==> src/design/mqss_pkg.sv <==
// Package for the multi-queue shared slot store.
// Holds the sizing constants, command and status codes, and the sequencer state type.
// Has no dependencies.
package mqss_pkg;

  localparam int NUM_SLOTS  = 16;
  localparam int NUM_QUEUES = 4;

  localparam int SLOT_W  = $clog2(NUM_SLOTS + 1);
  localparam int IDX_W   = (NUM_SLOTS > 1) ? $clog2(NUM_SLOTS) : 1;
  localparam int QIDX_W  = (NUM_QUEUES > 1) ? $clog2(NUM_QUEUES) : 1;
  localparam int QID_W   = 2;
  localparam int VALUE_W = 32;
  localparam int STAT_W  = 2;

  localparam int IN_DATA_W  = ((QID_W + VALUE_W + 7) / 8) * 8;
  localparam int OUT_DATA_W = ((VALUE_W + STAT_W + 7) / 8) * 8;

  localparam logic [SLOT_W-1:0] NONE_PTR = SLOT_W'(NUM_SLOTS);

  localparam logic CMD_ENQ = 1'b0;
  localparam logic CMD_DEQ = 1'b1;

  localparam logic [STAT_W-1:0] STATUS_OK    = 2'd0;
  localparam logic [STAT_W-1:0] STATUS_FULL  = 2'd1;
  localparam logic [STAT_W-1:0] STATUS_EMPTY = 2'd2;

  typedef enum logic {
    ST_IDLE,
    ST_EXEC
  } mqss_state_e;

endpackage

==> src/design/multi_queue_shared_store.sv <==
// Multi-queue shared slot store: an item is registered on accept and executed in the execute state,
// so a new beat is taken only after the last one has executed; its result beat is registered.
// Each item does a read, then a modify and write back, of the link and data memories, which sets the accept rate.
// A held result stalls the execute step, and so the input, until it is taken.
// Reset empties every queue and puts all slots on the free list at once; it needs no sweep.
// Depends on mqss_pkg.
module multi_queue_shared_store (
  input  logic                               clk_i,
  input  logic                               rst_ni,
  input  logic                               s_axis_tvalid,
  output logic                               s_axis_tready,
  // Fields from bit 0: queue_id[1:0], value[33:2], zero padding.
  input  logic [mqss_pkg::IN_DATA_W-1:0]     s_axis_tdata,
  // Fields from bit 0: cmd.
  input  logic                               s_axis_tuser,
  output logic                               m_axis_tvalid,
  input  logic                               m_axis_tready,
  // Fields from bit 0: read_value[31:0], status[33:32], zero padding.
  output logic [mqss_pkg::OUT_DATA_W-1:0]    m_axis_tdata
);
  import mqss_pkg::*;

  mqss_state_e state_q, state_d;

  logic [SLOT_W-1:0]  head_q [NUM_QUEUES];
  logic [SLOT_W-1:0]  tail_q [NUM_QUEUES];
  logic [SLOT_W-1:0]  free_head_q;

  logic [SLOT_W-1:0]  link_mem [NUM_SLOTS];
  logic [VALUE_W-1:0] data_mem [NUM_SLOTS];
  logic [NUM_SLOTS-1:0] link_vld_q;
  logic [SLOT_W-1:0]  link_rd_q;
  logic [VALUE_W-1:0] data_rd_q;

  logic               cmd_q;
  logic [QIDX_W-1:0]  qidx_q;
  logic [VALUE_W-1:0] val_q;
  logic               err_q;
  logic [SLOT_W-1:0]  slot_q;
  logic [SLOT_W-1:0]  tl_q;

  logic               out_vld_q;
  logic [VALUE_W-1:0] out_rv_q;
  logic [STAT_W-1:0]  out_st_q;

  logic               in_fire;
  logic               exec_fire;
  logic               in_cmd;
  logic [QID_W-1:0]   in_qid;
  logic [QIDX_W-1:0]  in_qidx;
  logic               in_q_ok;
  logic [SLOT_W-1:0]  in_head;
  logic [SLOT_W-1:0]  rd_ptr;
  logic               in_err;

  logic [SLOT_W-1:0]  link_val;
  logic [SLOT_W-1:0]  new_head;
  logic               link_we;
  logic [IDX_W-1:0]   link_waddr;
  logic [SLOT_W-1:0]  link_wdata;
  logic               enq_ok;
  logic               deq_ok;

  assign in_cmd  = s_axis_tuser;
  assign in_qid  = s_axis_tdata[QID_W-1:0];
  assign in_qidx = QIDX_W'(in_qid);
  assign in_q_ok = (32'(in_qid) < NUM_QUEUES);
  assign in_head = head_q[in_qidx];
  assign rd_ptr  = (in_cmd == CMD_DEQ) ? in_head : free_head_q;
  assign in_err  = !in_q_ok || (rd_ptr == NONE_PTR);
  assign in_fire = s_axis_tvalid && s_axis_tready;

  always_comb begin
    state_d = state_q;
    case (state_q)
      ST_IDLE: begin
        if (in_fire) begin
          state_d = ST_EXEC;
        end
      end
      ST_EXEC: begin
        if (exec_fire) begin
          state_d = ST_IDLE;
        end
      end
      default: state_d = ST_IDLE;
    endcase
  end

  always_comb begin
    s_axis_tready = 1'b0;
    exec_fire     = 1'b0;
    case (state_q)
      ST_IDLE: s_axis_tready = 1'b1;
      ST_EXEC: exec_fire = !out_vld_q || m_axis_tready;
      default: begin
        s_axis_tready = 1'b0;
        exec_fire     = 1'b0;
      end
    endcase
  end

  // A link entry never written reads as the next slot number, since its link_vld_q bit is clear.
  assign link_val = link_vld_q[slot_q[IDX_W-1:0]] ? link_rd_q : (slot_q + SLOT_W'(1));
  assign new_head = (slot_q == tl_q) ? NONE_PTR : link_val;
  assign enq_ok   = exec_fire && (cmd_q == CMD_ENQ) && !err_q;
  assign deq_ok   = exec_fire && (cmd_q == CMD_DEQ) && !err_q;

  always_comb begin
    link_we    = 1'b0;
    link_waddr = slot_q[IDX_W-1:0];
    link_wdata = free_head_q;
    if (deq_ok) begin
      link_we = 1'b1;
    end else if (enq_ok && (tl_q != NONE_PTR)) begin
      link_we    = 1'b1;
      link_waddr = tl_q[IDX_W-1:0];
      link_wdata = slot_q;
    end
  end

  always_ff @(posedge clk_i) begin
    if (in_fire) begin
      link_rd_q <= link_mem[rd_ptr[IDX_W-1:0]];
      data_rd_q <= data_mem[rd_ptr[IDX_W-1:0]];
    end
    if (link_we) begin
      link_mem[link_waddr] <= link_wdata;
    end
    if (enq_ok) begin
      data_mem[slot_q[IDX_W-1:0]] <= val_q;
    end
  end

  always_ff @(posedge clk_i) begin
    if (in_fire) begin
      cmd_q  <= in_cmd;
      qidx_q <= in_qidx;
      val_q  <= s_axis_tdata[QID_W +: VALUE_W];
      err_q  <= in_err;
      slot_q <= rd_ptr;
      tl_q   <= tail_q[in_qidx];
    end
  end

  // A queue's last slot keeps a stale link; an unlink of a queue's tail is
  // decided by comparing against the tail pointer.
  always_ff @(posedge clk_i or negedge rst_ni) begin
    if (!rst_ni) begin
      state_q     <= ST_IDLE;
      free_head_q <= '0;
      link_vld_q  <= '0;
      out_vld_q   <= 1'b0;
      for (int i = 0; i < NUM_QUEUES; i++) begin
        head_q[i] <= NONE_PTR;
        tail_q[i] <= NONE_PTR;
      end
    end else begin
      state_q <= state_d;
      if (link_we) begin
        link_vld_q[link_waddr] <= 1'b1;
      end
      if (enq_ok) begin
        free_head_q    <= link_val;
        tail_q[qidx_q] <= slot_q;
        if (tl_q == NONE_PTR) begin
          head_q[qidx_q] <= slot_q;
        end
      end
      if (deq_ok) begin
        free_head_q    <= slot_q;
        head_q[qidx_q] <= new_head;
        if (new_head == NONE_PTR) begin
          tail_q[qidx_q] <= NONE_PTR;
        end
      end
      if (exec_fire) begin
        out_vld_q <= 1'b1;
      end else if (m_axis_tready) begin
        out_vld_q <= 1'b0;
      end
    end
  end

  always_ff @(posedge clk_i) begin
    if (exec_fire) begin
      out_rv_q <= deq_ok ? data_rd_q : '0;
      if (!err_q) begin
        out_st_q <= STATUS_OK;
      end else if (cmd_q == CMD_DEQ) begin
        out_st_q <= STATUS_EMPTY;
      end else begin
        out_st_q <= STATUS_FULL;
      end
    end
  end

  assign m_axis_tvalid = out_vld_q;
  assign m_axis_tdata  = {{(OUT_DATA_W - VALUE_W - STAT_W){1'b0}}, out_st_q, out_rv_q};

  logic [NUM_QUEUES-1:0] head_none_v;
  logic [NUM_QUEUES-1:0] tail_none_v;

  always_comb begin
    for (int i = 0; i < NUM_QUEUES; i++) begin
      head_none_v[i] = (head_q[i] == NONE_PTR);
      tail_none_v[i] = (tail_q[i] == NONE_PTR);
    end
  end

  a_head_tail_agree: assert property (@(posedge clk_i) disable iff (!rst_ni)
    head_none_v == tail_none_v)
    else $error("Queue head and tail disagree on emptiness.");

  a_exec_gives_beat: assert property (@(posedge clk_i) disable iff (!rst_ni)
    exec_fire |=> m_axis_tvalid)
    else $error("Executed item produced no result beat.");

  a_stall_holds_exec: assert property (@(posedge clk_i) disable iff (!rst_ni)
    (state_q == ST_EXEC) && !exec_fire |=> (state_q == ST_EXEC) && !s_axis_tready)
    else $error("Stalled item left the execute step.");

  a_enq_has_slot: assert property (@(posedge clk_i) disable iff (!rst_ni)
    enq_ok |-> (slot_q != NONE_PTR) && (slot_q == free_head_q))
    else $error("Enqueue executed without a free slot.");

endmodule
==> config.mk <==
export PLATFORM = sky130hd
export DESIGN_NAME = multi_queue_shared_store
export DESIGN_NICKNAME = d
export VERILOG_FILES = /design/src/design/mqss_pkg.sv /design/src/design/multi_queue_shared_store.sv
export SDC_FILE = /design/constraint.sdc
export NUM_CORES = 1
export LEC_CHECK = 0
export ABC_CLOCK_PERIOD_IN_PS = 9200
export BUFFER_PORTS_ARGS = -buffer_cell sky130_fd_sc_hd__clkbuf_2
export CORE_UTILIZATION = 60
export CTS_CLUSTER_DIAMETER = 150
export DETAILED_ROUTE_END_ITERATION = 8
export PLACE_DENSITY_LB_ADDON = 0.1
export SKIP_LAST_GASP = 1
export SLEW_MARGIN = 20
export SYNTH_ARGS = -nofsm -noshare
export SYNTH_HDL_FRONTEND = slang
export SYNTH_SLANG_ARGS = --single-unit
==> constraint.sdc <==
create_clock -name clk_i -period 9.2 [get_ports clk_i]
set_clock_uncertainty 0.2 [all_clocks]
set_input_delay 0 -clock clk_i [delete_from_list [all_inputs] [get_ports clk_i]]
set_output_delay 0 -clock clk_i [all_outputs]
set_load 0.05 [all_outputs]
; Yosys cells after proc, flatten, opt, wreduce, memory -nomap -nowiden
; Memory sizes are Yosys's and may differ from the RTL's. A register that Yosys moved wholly into a read port is not among the register bits.
; Index checks and enable logic that the tools add are counted.
[classes]
magnitude_cmp = 6
n_addsub = 1
muxes = 44
n_reduce_logical = 13
n_bitwise = 8
n_eq_ne = 5
[ops]
columns = cell, n
row1 = 20-bit two-way mux, 6
row2 = 20-bit bitwise mux, 3
row3 = 5-bit two-way mux, 12
row4 = 5-bit binary-select mux with 2-bit select, 2
row5 = 16-bit AND, 1
row6 = 16-bit NOT, 1
row7 = 16-bit OR, 1
row8 = 5-bit == test (second input constant), 3
row9 = 1-bit two-way mux, 14
row10 = 5-bit demux with 2-bit select, 1
row11 = 4-bit by 5-bit < comparator with 1-bit output (second input constant), 2
row12 = 1-bit logical AND, 8
row13 = 4-bit two-way mux, 2
row14 = 3-bit greater-or-equal comparator (second input constant), 2
row15 = 2-bit NOT with 3-bit output, 2
row16 = 5-bit by 1-bit adder with 5-bit output (second input constant), 1
row17 = 5-bit == test, 1
row18 = 5-bit inequality test (second input constant), 1
row19 = 1-bit binary-select mux with 4-bit select, 1
row20 = 1-bit demux with 4-bit select, 1
row21 = 4-bit by 1-bit greater-or-equal comparator with 1-bit output (second input constant), 1
row22 = 4-bit OR, 1
row23 = 2-bit nonzero test, 2
row24 = 3-bit by 1-bit < comparator with 1-bit output (second input constant), 1
row25 = other kinds (5), 7
[totals]
n_memories = 2
reg_bits = 143
out_inout_bits = 42
input_bits = 45
ramBits = 592
elab_cells = 99
[mem_list]
columns = name, depth, word_bits, read_ports, rd_ports_with_merged_regs, wr, line
row1 = data_mem, 16, 32, 1, 1, 1, multi_queue_shared_store.sv:30  ; logic [VALUE_W-1:0] data_mem [NUM_SLOTS];
row2 = link_mem, 16, 5, 1, 1, 1, multi_queue_shared_store.sv:29  ; logic [SLOT_W-1:0] link_mem [NUM_SLOTS];

; Longest topological paths before layout
; Gate-level depths: netlist (run 1).
[depth]
ltp_word = 13
depth_mapped = 9
mapped_depth_nobuf = 7

; Least setup slack after synthesis (run 1)
; OpenSTA, ideal clock, no wires.
[synth_timing]
path_type = reg-to-reg
from = register state_q
to = register cmd_q, enable pin
stages_incl_launch_ff = 2
path_buffers = 0
synth_period_minus_slack_ns = 4.853
required_ns = 8.463
path_slack_ns = 4.347
arrival_time_ns = 4.116
setup_ns = 0.537
path_cell_list = dfrtp_1 nor2b_1
[synth_via]
elab_chain_len = 2
[synth_lines]
columns = item, line
row1 = from (decl), multi_queue_shared_store.sv:23  ; mqss_state_e state_q, state_d;
row2 = from (signal assigned), multi_queue_shared_store.sv:159  ; state_q <= state_d;
row3 = 1-bit two-way mux, multi_queue_shared_store.sv:93  ; case (state_q)
row4 = 1-bit logical AND, multi_queue_shared_store.sv:71  ; assign in_fire = s_axis_tvalid && s_axis_tready;
row5 = named net in_fire, multi_queue_shared_store.sv:46  ; logic in_fire;
row6 = to (signal assigned), multi_queue_shared_store.sv:137  ; cmd_q <= in_cmd;
row7 = to (decl), multi_queue_shared_store.sv:35  ; logic cmd_q;
; The timed path passes the listed nets, and every way through them passes these cells.
; A chain may end at the register's enable or synchronous reset.

; Worst setup path in the final report (run 1)
[layout_timing]
from = register slot_q[0]
to = register tail_q[19] in the netlist's numbering
[layout_via]
elab_chain_len = 7
word_cells_on_any_way = 9
classes_between = add/sub: 1 / eq/ne: 2 / mux: 6
[layout_lines]
columns = item, line
row1 = from (decl), multi_queue_shared_store.sv:39  ; logic [SLOT_W-1:0] slot_q;
row2 = from (signal assigned), multi_queue_shared_store.sv:141  ; slot_q <= rd_ptr;
row3 = 1-bit binary-select mux with 4-bit select, multi_queue_shared_store.sv:104  ; assign link_val = link_vld_q[slot_q[IDX_W-1:0]] ? link_rd_q : (slot_q + SLOT_W'(1));
row4 = 1-bit two-way mux (implied by the code), multi_queue_shared_store.sv:104
row5 = 5-bit two-way mux, multi_queue_shared_store.sv:104
row6 = 5-bit two-way mux *, multi_queue_shared_store.sv:105  ; assign new_head = (slot_q == tl_q) ? NONE_PTR : link_val;
row7 = 5-bit == test *, multi_queue_shared_store.sv:173  ; if (new_head == NONE_PTR) begin
row8 = 20-bit two-way mux *, multi_queue_shared_store.sv:173
row9 = 20-bit two-way mux *, multi_queue_shared_store.sv:170  ; if (deq_ok) begin
row10 = "to (signal, indexed assignment)", multi_queue_shared_store.sv:165  ; tail_q[qidx_q] <= slot_q;
row11 = to (decl), multi_queue_shared_store.sv:26  ; logic [SLOT_W-1:0] tail_q [NUM_QUEUES];
; Every way passes the cells marked *; elsewhere a longest branch is shown, timed or not. The select of a mux whose other input is x is not followed.

==> reports/qor.txt, run 1 <==
status: completed
crit path kind: reg2reg
Worst-Skew Late Latency: 620 ps
Mapped Cells: 1462
final worst slack: 5747 ps
vias in the first global route: 15030
reg2reg setup slack: 5750 ps
initial drt markers: 1431
top post-synthesis cells by count: edfxtp_1 (709), mux4_2 (118), nand2_1 (69), a22oi_1 (68), dfrtp_1 (55)
row cnt: 81
synthesized area: 30100 µm²
P_leak: 11.75 nW
DP Worst Slack: 5643 ps
largest net degree at the start of global routing: 106
gpl congestion: 0.8230
die height: 226.0 µm
sequential share of power: 45.4%
Max Cap Viol: 0
Total Negative Setup Slacks: 0 ps
CP arrival: 3800 ps
TritonCTS clock tree: done
GRT Overall Usage: 26.20%
Combinational Power Share: 23.1%
IO Pins: 87
GRT overflow: 0
Max-slew headroom: 31.75%
PortBufs: 74
Tmin final: 3453 ps
Via Count: 14930
core area: 49250 µm²
actual slew at the worst max-slew pin: 1024 ps
DRT Pass-1 Iters: 5
CP startpoint kind: flip-flop
top-area cell type share of the netlist area: 70.74%
Avg Cell Area, Syn: 20.59 µm²
Min Hold Slack: 248.4 ps
initial core utilization: 61.11%
top cells by area, synth: edfxtp_1 (71%), mux4_2 (8.8%), dfrtp_1 (4.6%), mux4_1 (3.8%), a22oi_1 (1.7%)
final non-filler cell total: 2371
Bufs on Longest Clock Path: 3
net switching power: 0.002716 W
initial antenna violation count: 1
WP data required: 9540 ps
Peak VDD IR: 0.0002392 V
post-synth top area cell: edfxtp_1
Synth warnings: 0
CTS Buf Count: 77
vias per inst: 6.296
H-tree depth: 3
ys flop type: edfxtp_1
final setup vio count: 0
Post-route DRC: 0
Max FO, Critical Path: 17
root buffer cell: clkbuf_16
critical path capture point type: flip-flop
post_cts resized: 0
Reg clk slew, reported paths: 60 ps
power density over the cells: 284.8 nW/µm²
Total Routed Length: 63870 µm
Area growth, synth to finish: 14.48%
Die Area: 51060 µm²
Layout Nets: 1692
Die X: 226.0 µm
register bit total from synthesis: 772
final hold vios: 0
number of enable flip-flop cells after synthesis: 709
placed insts: 2156
ys async rst share: 8.161%
wire per inst: 26.94 µm
post-route antenna net violation count: 0
final period utilization: 37.53%
Netlist cell types: 53
first-pass GRT wire length: 95550 µm
HPWL after detailed placement: 31760 µm
Slew Viols, Final: 0
Sink Count: 772
Cell Int Power: 0.007097 W
RSZ-0062 raised after global routing: no
most common cell in the netlist: edfxtp_1
sw frac: 27.68%
HP Class: in2reg
share of layout cells above drive strength 1: 24.33%
Clock power frac: 31.5%
maximum clock frequency: 289.6 MHz
Seq/Total Area, Yosys: 76.01%
final timing paths:
| check | start | endpoint | depth (start not counted) |
|---|---|---|---|
| max | slot_q[0]$_DFFE_PP_ | tail_q[19]$_DFF_PN1_ | 6 |
| min | s_axis_tdata[1] | qidx_q[1]$_DFFE_PP_ | 2 |
| max reg2reg | slot_q[0]$_DFFE_PP_ | tail_q[19]$_DFF_PN1_ | 6 |
| min reg2reg | link_vld_q[8]$_DFFE_PN0N_ | link_vld_q[8]$_DFFE_PN0N_ | 1 |
| max in group asynchronous | rst_ni | state_q$_DFF_PN0_ | 4 |
| min in group asynchronous | rst_ni | tail_q[5]$_DFF_PN0_ | 4 |
power by group through the flow:
stage	Combinational [W]	Sequential, W	Clock [W]
2_1_floorplan	0.00176	0.00450	0
3_3_place_gp	0.00223	0.00450	0
3_5_place_dp	0.00227	0.00452	0
4_1_cts	0.00230	0.00445	0.00314
5_1_grt	0.00245	0.00448	0.00327
6_report	0.00227	0.00445	0.00309
cell type report:
type	instances	area [µm²]
flip-flops and latches	772	22880
fillers	3112	14800
multi-input cells	602	6872
clock buffers	103	2059
repair buffers	179	1351
well taps	664	830.8
clock inverters	39	422.9
inverters	11	41.29
diodes	1	2.502
metrics by stage:
stage                     cell area (µm²)  total power [W]  util, %
after CTS                           34450         0.009886    69.95
final                               34460         0.009813    69.96
after detailed placement            31250         0.006782    63.45
after floorplan                     30120         0.006255        -
after global routing                34460          0.01019    69.96
after global placement              31250         0.006737    63.45
state kept, by name (all words and copies together), names as in the netlist:
signal	count
link_mem	80
cmd_q	1
head_q	20
val_q	32
slot_q	5
data_mem	512
data_rd_q	32
out_st_q	2
err_q	1
out_rv_q	32
link_rd_q	5
link_vld_q	16
state_q	1
m_axis_tvalid	1
tail_q	20
qidx_q	2
free_head_q	5
tl_q	5
metal layers:
layer / up-vias / track usage [%] / wire length (µm)
li1: 6372 / - / -
met1: 7826 / 39.05 / 27380
met2: 634 / 40.69 / 30580
met4: 0 / 6.890 / 1196
met3: 95 / 4.645 / 4713
met5: - / 0 / 0
critical path, cell delays in order (launching register included):
cell and delay, ps:
edfxtp_1 880, mux4_2 610, mux2i_1 370, mux2i_1 300, mux2_2 400, nor3_2 450, a211o_1 180
placed cells by master (no fill, tap or decap), types with 19 or more instances in the layout:
cell and n:
nor2_1 35, edfxtp_1 709, a22oi_1 68, clkbuf_1 23
mux4_1 44, buf_4 32, dfrtp_1 55, clkbuf_2 74
mux2i_1 35, o21ai_0 19, and3_1 36, mux4_2 118
nand2_1 69, clkbuf_16 78, dlygate4sd3_1 72
logic make-up (layout without fill, tap and decap cells):
family	after synthesis	in the layout	share of synthesized area, %
AO/OA/AOI/OAI	132	132	3.168
XOR/XNOR	7	7	0.2037
adder cells (fa/ha/maj)	4	4	0.1663
buffers and inverters	93	332	1.921
flip-flops	772	772	76.01
multiplexers	217	217	14.60
other	1	7	0.01246
AND/OR/NAND/NOR	236	236	3.924
repair_timing:
item	4_1_cts	5_1_grt
hold buffers	72	0
setup buffers	0	0
endpoints found under the hold margin	133	0
(Power assumes the default switching activity.)
==> run 2: changes to the inputs <==
--- a/config.mk
+++ b/config.mk
@@ -5,9 +5,9 @@
 export SDC_FILE = /design/constraint.sdc
 export NUM_CORES = 1
 export LEC_CHECK = 0
-export ABC_CLOCK_PERIOD_IN_PS = 9200
+export ABC_CLOCK_PERIOD_IN_PS = 2800
 export BUFFER_PORTS_ARGS = -buffer_cell sky130_fd_sc_hd__clkbuf_2
-export CORE_UTILIZATION = 60
+export CORE_UTILIZATION = 56
 export CTS_CLUSTER_DIAMETER = 150
 export DETAILED_ROUTE_END_ITERATION = 8
 export PLACE_DENSITY_LB_ADDON = 0.1
==> constraint.sdc (replaced) <==
create_clock -name clk_i -period 2.8 [get_ports clk_i]
set_clock_uncertainty 0.2 [all_clocks]
set_input_delay 0 -clock clk_i [delete_from_list [all_inputs] [get_ports clk_i]]
set_output_delay 0 -clock clk_i [all_outputs]
set_load 0.05 [all_outputs]
==> run 2 against run 1 <==
Design area is 3.6% higher. Die area grew 7.1%. Final cell count rose by 4.6%. Sequential power increased to 3.3 times the previous value. Register-to-register slack lost 5700 ps. Largest cell class unchanged. The run now ends with design-rule violations, negative setup slack left. Highest routed layer unchanged. Total power rose to 3.4 times the previous value. Critical path type unchanged. Setup slack lost 5700 ps. Sequential cell count stayed put. Clock power increased to 3.4 times the previous value.
==> reports/qor.txt, run 2 (synthesized netlist as in run 1, its figures left out) <==
sw frac: 27.64% (-0.035 points)
CP startpoint kind: flip-flop
Reg clk slew, reported paths: 70 ps (about the same)
fin area: 35710 µm² (+3.6%)
HP Class: in2reg
Max-slew headroom: 29.51% (-2.2 points)
CTS Buf Count: 78 (+1.3%)
Post-DP Area: 32330 µm² (+3.5%)
GRT overflow: 0 (unchanged)
Max FO, Critical Path: 18 (+1)
final worst slack: -0.8642 ps (-5748 ps)
maximum clock frequency: 357.0 MHz (+23%)
Post-route DRC: 4 (+4)
IO Pins: 87 (unchanged)
PortBufs: 74 (unchanged)
Bufs on Longest Clock Path: 3 (unchanged)
status: finished with violations
WP data required: 2930 ps (-6610 ps)
Combinational Power Share: 24.8% (+1.7 points)
CP arrival: 2930 ps (-870 ps)
final setup vio count: 1 (+1)
Layout Nets: 1782 (+5.3%)
fin util: 67.54% (-2.4 points)
wire per inst: 26.85 µm (-0.31%)
power density over the cells: 934.1 nW/µm² (+230%)
most frequent cells in the layout: edfxtp_1 (709), mux4_2 (118), buf_4 (90)
Cell Int Power: 0.02414 W (+240%)
initial antenna violation count: 0 (-1)
initial drt markers: 1337 (-6.6%)
HPWL after detailed placement: 37590 µm (+18%)
Worst-Skew Late Latency: 620 ps (about the same)
initial core utilization: 56.93% (-4.2 points)
Clock power frac: 31.4% (about the same)
vias per inst: 6.128 (-2.7%)
Area growth, synth to finish: 18.64%
Total Power: 0.03336 W (+240%)
Tmin final: 2801 ps (-652.3 ps)
row cnt: 84 (+3.7%)
root buffer cell: clkbuf_16
actual slew at the worst max-slew pin: 1053 ps (+29.66 ps)
Peak VDD IR: 0.0006469 V (+170%)
RSZ-0062 raised after global routing: yes
Die Area: 54680 µm² (+7.1%)
final non-filler cell total: 2480 (+4.6%)
die height: 233.8 µm (+3.5%)
most common cell after layout, fill and taps aside: edfxtp_1
Min Hold Slack: 189.8 ps (-58.61 ps)
share of layout cells above drive strength 1: 28.74% (+4.4 points)
TritonCTS clock tree: done
largest net degree at the start of global routing: 64 (-40%)
Max Cap Viol: 0 (unchanged)
final hold vios: 0 (unchanged)
first-pass GRT wire length: 98150 µm (+2.7%)
M2 GR Usage: 39.35% (-1.3 points)
met3 Resource Use GR: 4.852% (+0.21 points)
post-route antenna net violation count: 0 (unchanged)
H-tree depth: 3 (unchanged)
Via Count: 15200 (+1.8%)
Die X: 233.8 µm (+3.5%)
final period utilization: 100.0% (+62 points)
DRT Pass-1 Iters: 9 (+4)
Slew Viols, Final: 0 (unchanged)
GRT Overall Usage: 25.16% (-1.0 points)
failing checks: design-rule violations, negative setup slack
sequential share of power: 43.8% (-1.6 points)
core area: 52870 µm² (+7.3%)
P_leak: 12.37 nW (+5.3%)
vias in the first global route: 15260 (+1.5%)
critical path capture point type: flip-flop
net switching power: 0.009220 W (+240%)
antenna cells: 0 (-1)
crit path kind: reg2reg
gpl congestion: 0.8486 (+3.1%)
Sink Count: 772 (unchanged)
Most Crowded Layer GR: met2
max reg flops: 512 (unchanged)
Total Routed Length: 66600 µm (+4.3%)
GRT met1 Usage: 37.00% (-2.1 points)
placed insts: 2264 (+5.0%)
[run 2: metrics by stage]
stage / setup TNS, ps / worst slack [ps]
after detailed placement: -10.06 / -6.660
after floorplan: -52000 / -233.9
after CTS: -18.46 / -18.46
after global routing: -491.6 / -41.65
final: -0.8642 / -0.8642
after global placement: 0 / 19.15
[run 2: worst max-delay path: stages (launching register included)]
cell and delay [ps]:
dfrtp_1 370, mux4_1 580, mux2_8 440, buf_4 250, mux4_2 300, a22oi_1 260, nand2_1 140
[run 2: final timing paths]
kind                                            start                          to  slack, ps  cells past startpoint
max                              head_q[11]$_DFF_PN0_      data_rd_q[5]$_DFFE_PP_       -0.9                      6
min                                     s_axis_tvalid             err_q$_DFFE_PP_        190                      3
max reg2reg                      head_q[11]$_DFF_PN0_      data_rd_q[5]$_DFFE_PP_       -0.9                      6
min reg2reg                link_vld_q[14]$_DFFE_PN0N_  link_vld_q[14]$_DFFE_PN0N_        260                      1
max in group asynchronous                      rst_ni           state_q$_DFF_PN0_       1340                      4
min in group asynchronous                      rst_ni   link_vld_q[8]$_DFFE_PN0N_        470                      4
[run 2: layout make-up]
| class | instances | area (µm²) |
|---|---|---|
| Sequential cell | 772 | 22880 |
| Fill cell | 3367 | 17160 |
| Multi-Input combinational cell | 602 | 6954 |
| Timing Repair Buffer | 268 | 2397 |
| Clock buffer | 94 | 2033 |
| Tap cell | 688 | 860.8 |
| Clock inverter | 45 | 538.0 |
| Inverter | 11 | 45.04 |
[run 2: power groups by stage]
stage          registers (W)  logic, W  clock network [W]
6_report              0.0146   0.00827             0.0105
4_1_cts               0.0146   0.00825             0.0106
3_3_place_gp          0.0148   0.00802                  0
3_5_place_dp          0.0148   0.00812                  0
5_1_grt               0.0147   0.00887             0.0111
2_1_floorplan         0.0148   0.00582                  0
[run 2: repair_timing]
action,4_1_cts,5_1_grt
gates resized for setup,0,8
buffers inserted,0,4
hold buffers,73,0
endpoints found under the setup margin,1,43
endpoints found under the hold margin,195,0
pin swaps,0,3
[run 2: routing by layer]
| metal | share of wire, % | vias to the layer above |
|---|---|---|
| met5 | 0 | - |
| met4 | 1.8 | 0 |
| met3 | 6.2 | 101 |
| met2 | 49 | 518 |
| met1 | 43 | 8012 |
| li1 | - | 6566 |
